File: src/rtl/bdpc_pkg.sv
`default_nettype none

package bdpc_pkg;

  localparam int CFG_WIDTH           = 16;
  localparam int CFG_INDEX_WIDTH     = 2;
  localparam int COUNT_WIDTH_DEFAULT = 16;

  localparam logic [CFG_WIDTH-1:0] DEBOUNCE_RESET   = 16'd50;
  localparam logic [CFG_WIDTH-1:0] LONG_PRESS_RESET = 16'd200;

  localparam logic [CFG_INDEX_WIDTH-1:0] REG_DEBOUNCE   = 2'd0;
  localparam logic [CFG_INDEX_WIDTH-1:0] REG_LONG_PRESS = 2'd1;

  typedef struct packed {
    logic [CFG_WIDTH-1:0] debounce_ticks;
    logic [CFG_WIDTH-1:0] long_press_ticks;
  } bdpc_cfg_t;

  typedef struct packed {
    logic short_click;
    logic long_press;
    logic stable_level;
  } bdpc_result_t;

endpackage

`default_nettype wire

File: src/rtl/bdpc_cfg_regs.sv
`default_nettype none

module bdpc_cfg_regs
  import bdpc_pkg::*;
(
  input  wire logic                       clk,
  input  wire logic                       rst,
  input  wire logic                       wr_en,
  input  wire logic [CFG_INDEX_WIDTH-1:0] wr_index,
  input  wire logic [CFG_WIDTH-1:0]       wr_data,
  output bdpc_cfg_t                       cfg
);

  always_ff @(posedge clk) begin
    if (rst) begin
      cfg.debounce_ticks   <= DEBOUNCE_RESET;
      cfg.long_press_ticks <= LONG_PRESS_RESET;
    end else if (wr_en) begin
      case (wr_index)
        REG_DEBOUNCE:   cfg.debounce_ticks   <= wr_data;
        REG_LONG_PRESS: cfg.long_press_ticks <= wr_data;
        default: ;
      endcase
    end
  end

endmodule

`default_nettype wire

File: src/rtl/bdpc_core.sv
`default_nettype none

module bdpc_core
  import bdpc_pkg::*;
#(
  parameter int COUNT_WIDTH = COUNT_WIDTH_DEFAULT
) (
  input  wire logic  clk,
  input  wire logic  rst,
  input  wire logic  step,
  input  wire logic  raw,
  input  wire bdpc_cfg_t cfg,
  output bdpc_result_t result
);

  localparam int CMP_W = (COUNT_WIDTH > CFG_WIDTH) ? COUNT_WIDTH : CFG_WIDTH;

  logic                   previous_raw, previous_raw_next;
  logic [COUNT_WIDTH-1:0] unchanged_count, unchanged_count_next;
  logic                   debounced_level, debounced_level_next;
  logic [COUNT_WIDTH-1:0] press_count, press_count_next;
  logic                   press_active, press_active_next;
  logic                   long_handled, long_handled_next;
  logic                   level_change;

  always_comb begin
    press_count_next     = press_count;
    press_active_next    = press_active;
    long_handled_next    = long_handled;
    debounced_level_next = debounced_level;
    previous_raw_next    = raw;
    result               = '0;

    if (press_active && (press_count != '1)) begin
      press_count_next = press_count + 1'b1;
    end

    if (raw != previous_raw) begin
      unchanged_count_next = '0;
    end else if (unchanged_count != '1) begin
      unchanged_count_next = unchanged_count + 1'b1;
    end else begin
      unchanged_count_next = unchanged_count;
    end

    level_change = (CMP_W'(unchanged_count_next) > CMP_W'(cfg.debounce_ticks)) &&
                   (raw != debounced_level);

    if (level_change) begin
      debounced_level_next = raw;
      if (!raw) begin
        press_count_next  = '0;
        press_active_next = 1'b1;
        long_handled_next = 1'b0;
      end else begin
        result.short_click = press_active && !long_handled;
        press_active_next  = 1'b0;
      end
    end

    if (!debounced_level_next && press_active_next && !long_handled_next &&
        (CMP_W'(press_count_next) > CMP_W'(cfg.long_press_ticks))) begin
      long_handled_next = 1'b1;
      result.long_press = 1'b1;
    end

    result.stable_level = debounced_level_next;
  end

  always_ff @(posedge clk) begin
    if (rst) begin
      previous_raw    <= 1'b1;
      unchanged_count <= '1;
      debounced_level <= 1'b1;
      press_count     <= '0;
      press_active    <= 1'b0;
      long_handled    <= 1'b0;
    end else if (step) begin
      previous_raw    <= previous_raw_next;
      unchanged_count <= unchanged_count_next;
      debounced_level <= debounced_level_next;
      press_count     <= press_count_next;
      press_active    <= press_active_next;
      long_handled    <= long_handled_next;
    end
  end

endmodule

`default_nettype wire

File: src/rtl/button_debounce_press_classifier_unit.sv
// an accepted input beat is registered in stage 1, and its result beat in the output registers
// throughput: one beat per cycle while the result beat is not stalled, set by the state update in the core
// the input stalls only while both registers hold a beat and the result beat is stalled
// reset (rst, synchronous, active high): both stages empty, button state released,
// debounce counter saturated, registers back to 50 and 200 ticks
`default_nettype none

module button_debounce_press_classifier_unit
  import bdpc_pkg::*;
#(
  parameter int COUNT_WIDTH = COUNT_WIDTH_DEFAULT
) (
  input  wire logic                       clk,
  input  wire logic                       rst,
  input  wire logic                       in_valid,
  output logic                            in_stall,
  input  wire logic                       raw_level,
  output logic                            out_valid,
  input  wire logic                       out_stall,
  output logic                            short_click,
  output logic                            long_press,
  output logic                            stable_level,
  input  wire logic                       wr_en,
  input  wire logic [CFG_INDEX_WIDTH-1:0] wr_index,
  input  wire logic [CFG_WIDTH-1:0]       wr_data
);

  bdpc_cfg_t    cfg;
  bdpc_result_t result;

  logic s1_valid, s1_valid_next;
  logic s1_raw;
  logic out_valid_next;
  logic advance;
  logic in_take;

  assign advance  = s1_valid && (!out_valid || !out_stall);
  assign in_stall = s1_valid && out_valid && out_stall;
  assign in_take  = in_valid && !in_stall;

  always_comb begin
    s1_valid_next = s1_valid;
    if (in_take) begin
      s1_valid_next = 1'b1;
    end else if (advance) begin
      s1_valid_next = 1'b0;
    end

    out_valid_next = out_valid;
    if (advance) begin
      out_valid_next = 1'b1;
    end else if (!out_stall) begin
      out_valid_next = 1'b0;
    end
  end

  always_ff @(posedge clk) begin
    if (rst) begin
      s1_valid  <= 1'b0;
      out_valid <= 1'b0;
    end else begin
      s1_valid  <= s1_valid_next;
      out_valid <= out_valid_next;
    end
  end

  always_ff @(posedge clk) begin
    if (in_take) begin
      s1_raw <= raw_level;
    end
    if (advance) begin
      short_click  <= result.short_click;
      long_press   <= result.long_press;
      stable_level <= result.stable_level;
    end
  end

  bdpc_cfg_regs u_cfg_regs (
    .clk      (clk),
    .rst      (rst),
    .wr_en    (wr_en),
    .wr_index (wr_index),
    .wr_data  (wr_data),
    .cfg      (cfg)
  );

  bdpc_core #(
    .COUNT_WIDTH (COUNT_WIDTH)
  ) u_core (
    .clk    (clk),
    .rst    (rst),
    .step   (advance),
    .raw    (s1_raw),
    .cfg    (cfg),
    .result (result)
  );

endmodule

`default_nettype wire

File: config.mk
export PLATFORM = sky130hd
export DESIGN_NAME = button_debounce_press_classifier_unit
export DESIGN_NICKNAME = d
export VERILOG_FILES = /design/src/rtl/bdpc_pkg.sv /design/src/rtl/bdpc_cfg_regs.sv /design/src/rtl/bdpc_core.sv /design/src/rtl/button_debounce_press_classifier_unit.sv
export SDC_FILE = /design/constraint.sdc
export NUM_CORES = 1
export LEC_CHECK = 0
export BUFFER_PORTS_ARGS = -buffer_cell sky130_fd_sc_hd__buf_2
export CAP_MARGIN = 0
export CORE_MARGIN = 2
export CORE_UTILIZATION = 48
export CTS_CLUSTER_SIZE = 24
export DETAILED_ROUTE_END_ITERATION = 10
export GPL_TIMING_DRIVEN = 0
export PLACE_DENSITY = 0.64
export SETUP_SLACK_MARGIN = 0.5
export SYNTH_ARGS = -nofsm -noshare
export SYNTH_HDL_FRONTEND = slang
export SYNTH_SLANG_ARGS = --single-unit
File: constraint.sdc
create_clock -name clk -period 12.4 [get_ports clk]
set_clock_uncertainty 0.2 [all_clocks]
set_input_delay 1.24 -clock clk [delete_from_list [all_inputs] [get_ports clk]]
set_output_delay 1.24 -clock clk [all_outputs]
set_load 0.01 [all_outputs]
# == After elaboration in Yosys (flattened, before gate mapping) ==
# Cells that the tools add are included.
# word_totals
output_inout_bits,5
reg_bits,74
elab_cells,62
# op_classes
mux,16
add_sub_neg,2
n_eq_ne,6
n_reduce_logical,22
n_lt_le_gt_ge,2
# op_table
cell,count
$mux 16,5
$add 16x1->16 const B,2
$gt 16x16->1,2
$ne 16x16->1 const B,2
$mux 1,11
$logic_and 1x1->1,10
$logic_not 1->1,6
$reduce_and 2->1,3
$eq 2x1->1 const B,1
$logic_not 2->1,1
$ne 1x1->1,2
$ne 2x1->1 const B,1
$reduce_bool 2->1,1
$logic_or 1x1->1,1

# == Logic depth before layout (Yosys ltp) ==
# depth
word_depth,11
mapped_depth,24
ltp_nobuf,21

# == Hierarchy ==
# Synthesis repeated with hierarchy kept, for this count alone.
# hier_totals
hier_cells,592
area_unflattened_um2,4853.4
# modules_own_cells
mod,n_inst,area_per_inst_um2,cells_each
bdpc_core,1,3299.4,447
bdpc_cfg_regs,1,1347.5,131
button_debounce_press_classifier_unit,1,206.4,14

# == Least setup slack after synthesis ==
# No wires, ideal clock.
# synth_timing
kind,register to register
startpoint,register u_core.unchanged_count[6]
endpoint,register u_core.long_handled
path_stages_with_launch,22
setup_time_ps,101
arrival_ps,4423
required_time_ps,12099
n_path_buf,2
path_slack_ps,7676
path_cell_list,dfxtp_1 nand4_2 or3_1 nor4_4 xnor2_1 a21oi_1 ha_1 nand4_1 nor4_1 o21ai_1 a31o_1 buf_2 nor2_2 buf_2 nor2_1 ha_1 nand4_1 nor4_1 o21ai_0 o211ai_1 nand3_1 o41ai_1
# synth_via
word_cells_on_any_way,17
classes_between,add/sub: 1; order compare: 2; eq/ne: 1; mux: 7; reduce/logical: 6
# synth_lines
element,line,source
start: declaration,bdpc_core.sv:19,"logic [COUNT_WIDTH-1:0] unchanged_count, unchanged_count_next;"
start signal: assignment,bdpc_core.sv:80,unchanged_count <= unchanged_count_next;
$add 16x1->16 / $ne 16x16->1 (equally long branches),"bdpc_core.sv:41, bdpc_core.sv:40",
$mux 16 *,bdpc_core.sv:40,end else if (unchanged_count != '1) begin
$mux 16 *,bdpc_core.sv:38,if (raw != previous_raw) begin
named net u_core.unchanged_count_next[15],bdpc_core.sv:19,
$gt 16x16->1 *,bdpc_core.sv:46,level_change = (CMP_W'(unchanged_count_next) > CMP_W'(cfg.debounce_ticks)) &&
$logic_and 1x1->1 *,bdpc_core.sv:46,
$mux 16 *,bdpc_core.sv:49,if (level_change) begin
named net u_core.press_count_next[14],bdpc_core.sv:21,"logic [COUNT_WIDTH-1:0] press_count, press_count_next;"
$gt 16x16->1 *,bdpc_core.sv:62,(CMP_W'(press_count_next) > CMP_W'(cfg.long_press_ticks))) begin
$logic_and 1x1->1 *,bdpc_core.sv:61,if (!debounced_level_next && press_active_next && !long_handled_next &&
$mux 1 *,bdpc_core.sv:61,
end signal: assignment,bdpc_core.sv:84,long_handled <= long_handled_next;
end: declaration,bdpc_core.sv:23,"logic long_handled, long_handled_next;"
# The timed path passes the listed nets; every way through them passes the cells marked *.
# A chain may end at the register's enable or synchronous reset.

# == Worst setup path in the final report ==
# layout_timing
startpoint,register s1_raw
endpoint,register u_core.long_handled
# layout_via
word_cells_on_any_way,19
classes_between,order compare: 2; eq/ne: 2; mux: 9; reduce/logical: 6
# layout_lines
element,line,source
start: declaration,button_debounce_press_classifier_unit.sv:32,logic s1_raw;
start signal: assignment,button_debounce_press_classifier_unit.sv:69,s1_raw <= raw_level;
$ne 1x1->1,bdpc_core.sv:38,
$mux 16,bdpc_core.sv:38,
named net u_core.unchanged_count_next[11],bdpc_core.sv:19,
$gt 16x16->1,bdpc_core.sv:46,
$logic_and 1x1->1,bdpc_core.sv:46,
$mux 16,bdpc_core.sv:49,
named net u_core.press_count_next[9],bdpc_core.sv:21,
$gt 16x16->1,bdpc_core.sv:62,
$logic_and 1x1->1,bdpc_core.sv:61,
$mux 1,bdpc_core.sv:61,
# The timed path passes the listed nets, and every way through them passes these cells.

==> results by stage <==
Route:
- After detailed routing, the number of remaining DRC violations is 0.
- The count of TritonRoute iterations in the first routing pass is 5.
- Summed over all layers, the routed wires come to 12.6 mm.
- The number of DRC markers in iteration 0 is 363.
- The routed via count is 4465.
- The via density per instance is 5.66.
- Dividing the detail-routed wire length by the instance count gives 16.0 um.
- The count of nets left with antenna violations after detail routing is 0.

STA:
- For the final routed database, the setup TNS stands at 0 ns.
- Setup repair after global routing left no endpoint under its margin.
- The total count of hold-check failures in the final report is 0.
- The final clock period utilization by the worst path is 0.491.
- The smallest setup slack after layout is 6.31 ns.
- The maximum achievable frequency is 164 MHz.
- For the pin with the worst max-slew slack, the measured transition is 0.777 ns.
- The final count of pins violating max slew was 0.
- Headroom to the max-slew limit came out at 0.480.
- The routed design could run at a clock period as short as 6.09 ns.
- The setup violation total in the final timing report is 0.

Global routing:
- The initial antenna violation count was 0.
- The via count of the first global-routing pass is 4128.
- The wire length of the first global-routing pass is 20.4 mm.
- The total overflow left after global routing is 0.
- For this run, the total global-route usage over all layers was measured as 0.251.
- The pin count of the biggest net entering global routing is 14.

Finish:
- Measured on the finished design, the core utilization comes to 0.543.
- The number of antenna cells inserted is 0.
- In the final layout, the share of cells above drive strength 1 is 0.117.
- The layout net count is 709.
- The area growth from synthesis to layout is 10.8%.
- The filler cells instantiated in the layout total 958.
- Summing all non-filler instances in the final layout gives an area of 5260 um2.

Hold path:
- The worst hold path belongs to the class register to register.

Critical path:
- STA classifies the critical path startpoint as a register.
- STA classifies the critical path endpoint as a register.
- The start-to-end type of the worst setup path is register to register.
- The largest stage delay on the critical path is 0.66 ns.
- At the worst endpoint, the arrival time is 6.17 ns.
- At the worst endpoint, the required time is 12.48 ns.
- The largest fanout of any net on the critical path is 10.
- The critical path goes through xor2_1 > clkbuf_1 > clkbuf_1 > nor2_1 > ha_1 > nand2_1 > nor4_1 > o21ai_1 > a31oi_2 > nand2_1 > o21a_1 > ha_1 > nand4_1 > nor4_1 > o21ai_0 > o211ai_1 > nand3_1 > o41ai_1.
- The slowest stage of the critical path belongs to the cell xor2_1.

CTS:
- The number of gates resized after CTS was 0.
- Clock tree synthesis selected as its root buffer the cell clkbuf_8.
- Clock-pin slew was measured on the worst setup and hold paths at 0.09 ns.
- The clock tree synthesis step divided the H-tree into 3 levels.
- TritonCTS built the clock tree.
- The clock latency on the worst-skew pair is 0.37 ns.
- The clock tree buffer depth is 2.
- Buffers inserted during clock tree synthesis total 9.
- The buffers inserted during post-CTS setup optimization is 0.
- The TritonCTS sink count is 74.
- The number of hold buffers added after CTS was 0.

Floorplan:
- The die is 103 um wide.
- The floorplan has 36 rows.
- The die covers 10700 um2.
- The core region is 9680 um2.
- 29 I/O pins were placed.
- The die is 103 um tall.
- The initial utilization of the core area, before any placement, comes to 0.490.

Yosys:
- For this run, asynchronously set or reset flops after synthesis account for 0.
- For this run, the number of Yosys warnings is 0.
- The area of the mapped netlist is 4740 um2.
- Of the synthesized area, sequential elements account for 0.321.
- The synthesized design contains 4 enable-type register cells.
- After synthesis, the mean cell area works out to 7.75 um2.
- Counting every instance in the synthesized netlist gives 612.
- The number of different library cells used by synthesis comes to 68.
- In the synthesized netlist the dominant register cell turns out to be dfxtp_1.
- The register bit count reported by yosys is 74.
- The net count after synthesis is 670.

Power:
- Summed over all cells, the static leakage comes to 2.04 nW.
- In this run the power density over the cells is 119 nW/um2.
- After layout, the design draws a total of 0.626 mW.
- VDD sags by at most 0.0699 mV.

Placement:
- Detailed placement ended at an HPWL of 9.41 mm.
- OpenSTA, run right after detailed placement, puts the worst setup slack at 6.41 ns.
- The post-detailed-placement cell area is 5050 um2.
- The count of input and output buffers is 28.
- At the end of routability-driven placement, the weighted congestion stood at 0.909.

Job:
- The total of max-cap violations is 0.

Outcome:
- The flow ran to the end, and the final reports show no timing, DRC or antenna violations.
sequential cells by signal, indices dropped and copies added (netlist names):
signal and cells:
long_press 1, out_valid 1, s1_raw 1, s1_valid 1, short_click 1, stable_level 1, u_cfg_regs.cfg 32, u_core.debounced_level 1
u_core.long_handled 1, u_core.press_active 1, u_core.press_count 16, u_core.previous_raw 1, u_core.unchanged_count 16
cells by family after synthesis:
group | synth area share
and+or+nand+nor | 0.267
adders and majority gates | 0.0897
xor gates and xnor gates | 0.0388
buffers and inverters | 0.0649
muxes | 0.00844
DFF | 0.321
AOI/OAI and AO/OA | 0.210
where the power goes:
part | internal [mW] | switching (mW) | leakage, nW
Combinational | 0.0602 | 0.106 | 1.32
Clock | 0.0968 | 0.101 | 0.105
Sequential | 0.251 | 0.0103 | 0.610
synthesized netlist by cell type (3+ instances only):
| cell type | instances | area [um2] |
|---|---|---|
| edfxtp_1 | 4 | 120 |
| and2_1 | 9 | 56.3 |
| xor2_1 | 6 | 52.6 |
| o311ai_1 | 3 | 26.3 |
| o21ai_1 | 13 | 65.1 |
| nor2_1 | 46 | 173 |
| a21oi_1 | 57 | 285 |
| nand3_1 | 16 | 80.1 |
| nand4_1 | 9 | 56.3 |
| a31oi_1 | 8 | 50.1 |
| xnor2_1 | 15 | 131 |
| buf_2 | 9 | 45.0 |
| a221o_1 | 8 | 80.1 |
| and3_1 | 10 | 62.6 |
| nor2b_1 | 4 | 25.0 |
| or3_1 | 4 | 25.0 |
| o211ai_1 | 11 | 82.6 |
| nor3_1 | 17 | 85.1 |
| mux2i_1 | 4 | 40.0 |
| nand2_1 | 105 | 394 |
| ha_1 | 34 | 425 |
| nor4_1 | 7 | 43.8 |
| o21a_1 | 10 | 75.1 |
| buf_6 | 3 | 33.8 |
| inv_1 | 38 | 143 |
| o22ai_1 | 10 | 62.6 |
| a211oi_1 | 3 | 22.5 |
| o21ai_0 | 10 | 50.1 |
| clkbuf_1 | 20 | 75.1 |
| dfxtp_1 | 70 | 1400 |
| nand2b_1 | 3 | 18.8 |
routing by layer:
metal	wire length, um	part of all wire	track usage	up-vias
met2	5510	0.44	0.388	137
met4	145	0.012	0.0678	0
met3	729	0.058	0.0605	16
li1	-	-	-	2245
met5	0	0	0	-
met1	6220	0.49	0.350	2067
worst paths after layout:
kind         slack, ns                  end  cells past startpoint          startpoint
min reg2reg       0.26   u_cfg_regs.cfg[15]                      2  u_cfg_regs.cfg[15]
max               6.31  u_core.long_handled                     18              s1_raw
max reg2reg       6.31  u_core.long_handled                     18              s1_raw
min               0.26   u_cfg_regs.cfg[15]                      2  u_cfg_regs.cfg[15]
worst max-delay path, delay by kind of cell, from the launching register on:
family,cells,cell delay (ns)
AND/OR/NAND/NOR,7,1.71
AO/OA/AOI/OAI,6,1.50
buffers and inverters,2,0.83
XOR/XNOR,1,0.66
adder cells (fa/ha/maj),2,0.60
flip-flops,1,0.51
per-stage QoR:
| step | hold slack, ns | cells |
|---|---|---|
| finish | 0.257 | 789 |
| global route | 0.283 | 789 |
| CTS | 0.260 | 789 |
| detailed placement | 0.249 | 773 |
| global placement | 0.247 | 773 |
| floorplan | 0.236 | 612 |
area by class of cell:
class | instances | area, um2 | share of cell area
well taps | 133 | 166 | 0.0317
inverters | 38 | 143 | 0.0271
repair buffers | 28 | 140 | 0.0267
clock inverters | 4 | 28.8 | 0.00547
plain buffers | 34 | 165 | 0.0314
flip-flops and latches | 74 | 1520 | 0.289
clock buffers | 12 | 176 | 0.0336
multi-input cells | 466 | 2920 | 0.555
layout by cell type, fill, tap and decap left out, drive strengths merged, types with 3 or more instances in the layout:
cell type  count
edfxtp         4
nor3          18
nor2b          4
o211ai        11
a221o          8
and3          10
clkbuf        32
nor2          47
xnor2         15
o21ai         25
a211oi         3
o22ai         10
o311ai         5
and2          10
nor3b          3
ha            34
buf           42
nand2b         3
nand4         10
mux2i          4
a31oi          9
nand2        105
nor4          10
inv           41
dfxtp         70
o21a          12
xor2           6
nand3         18
or3            6
a21oi         57
(Power assumes the default switching activity.)
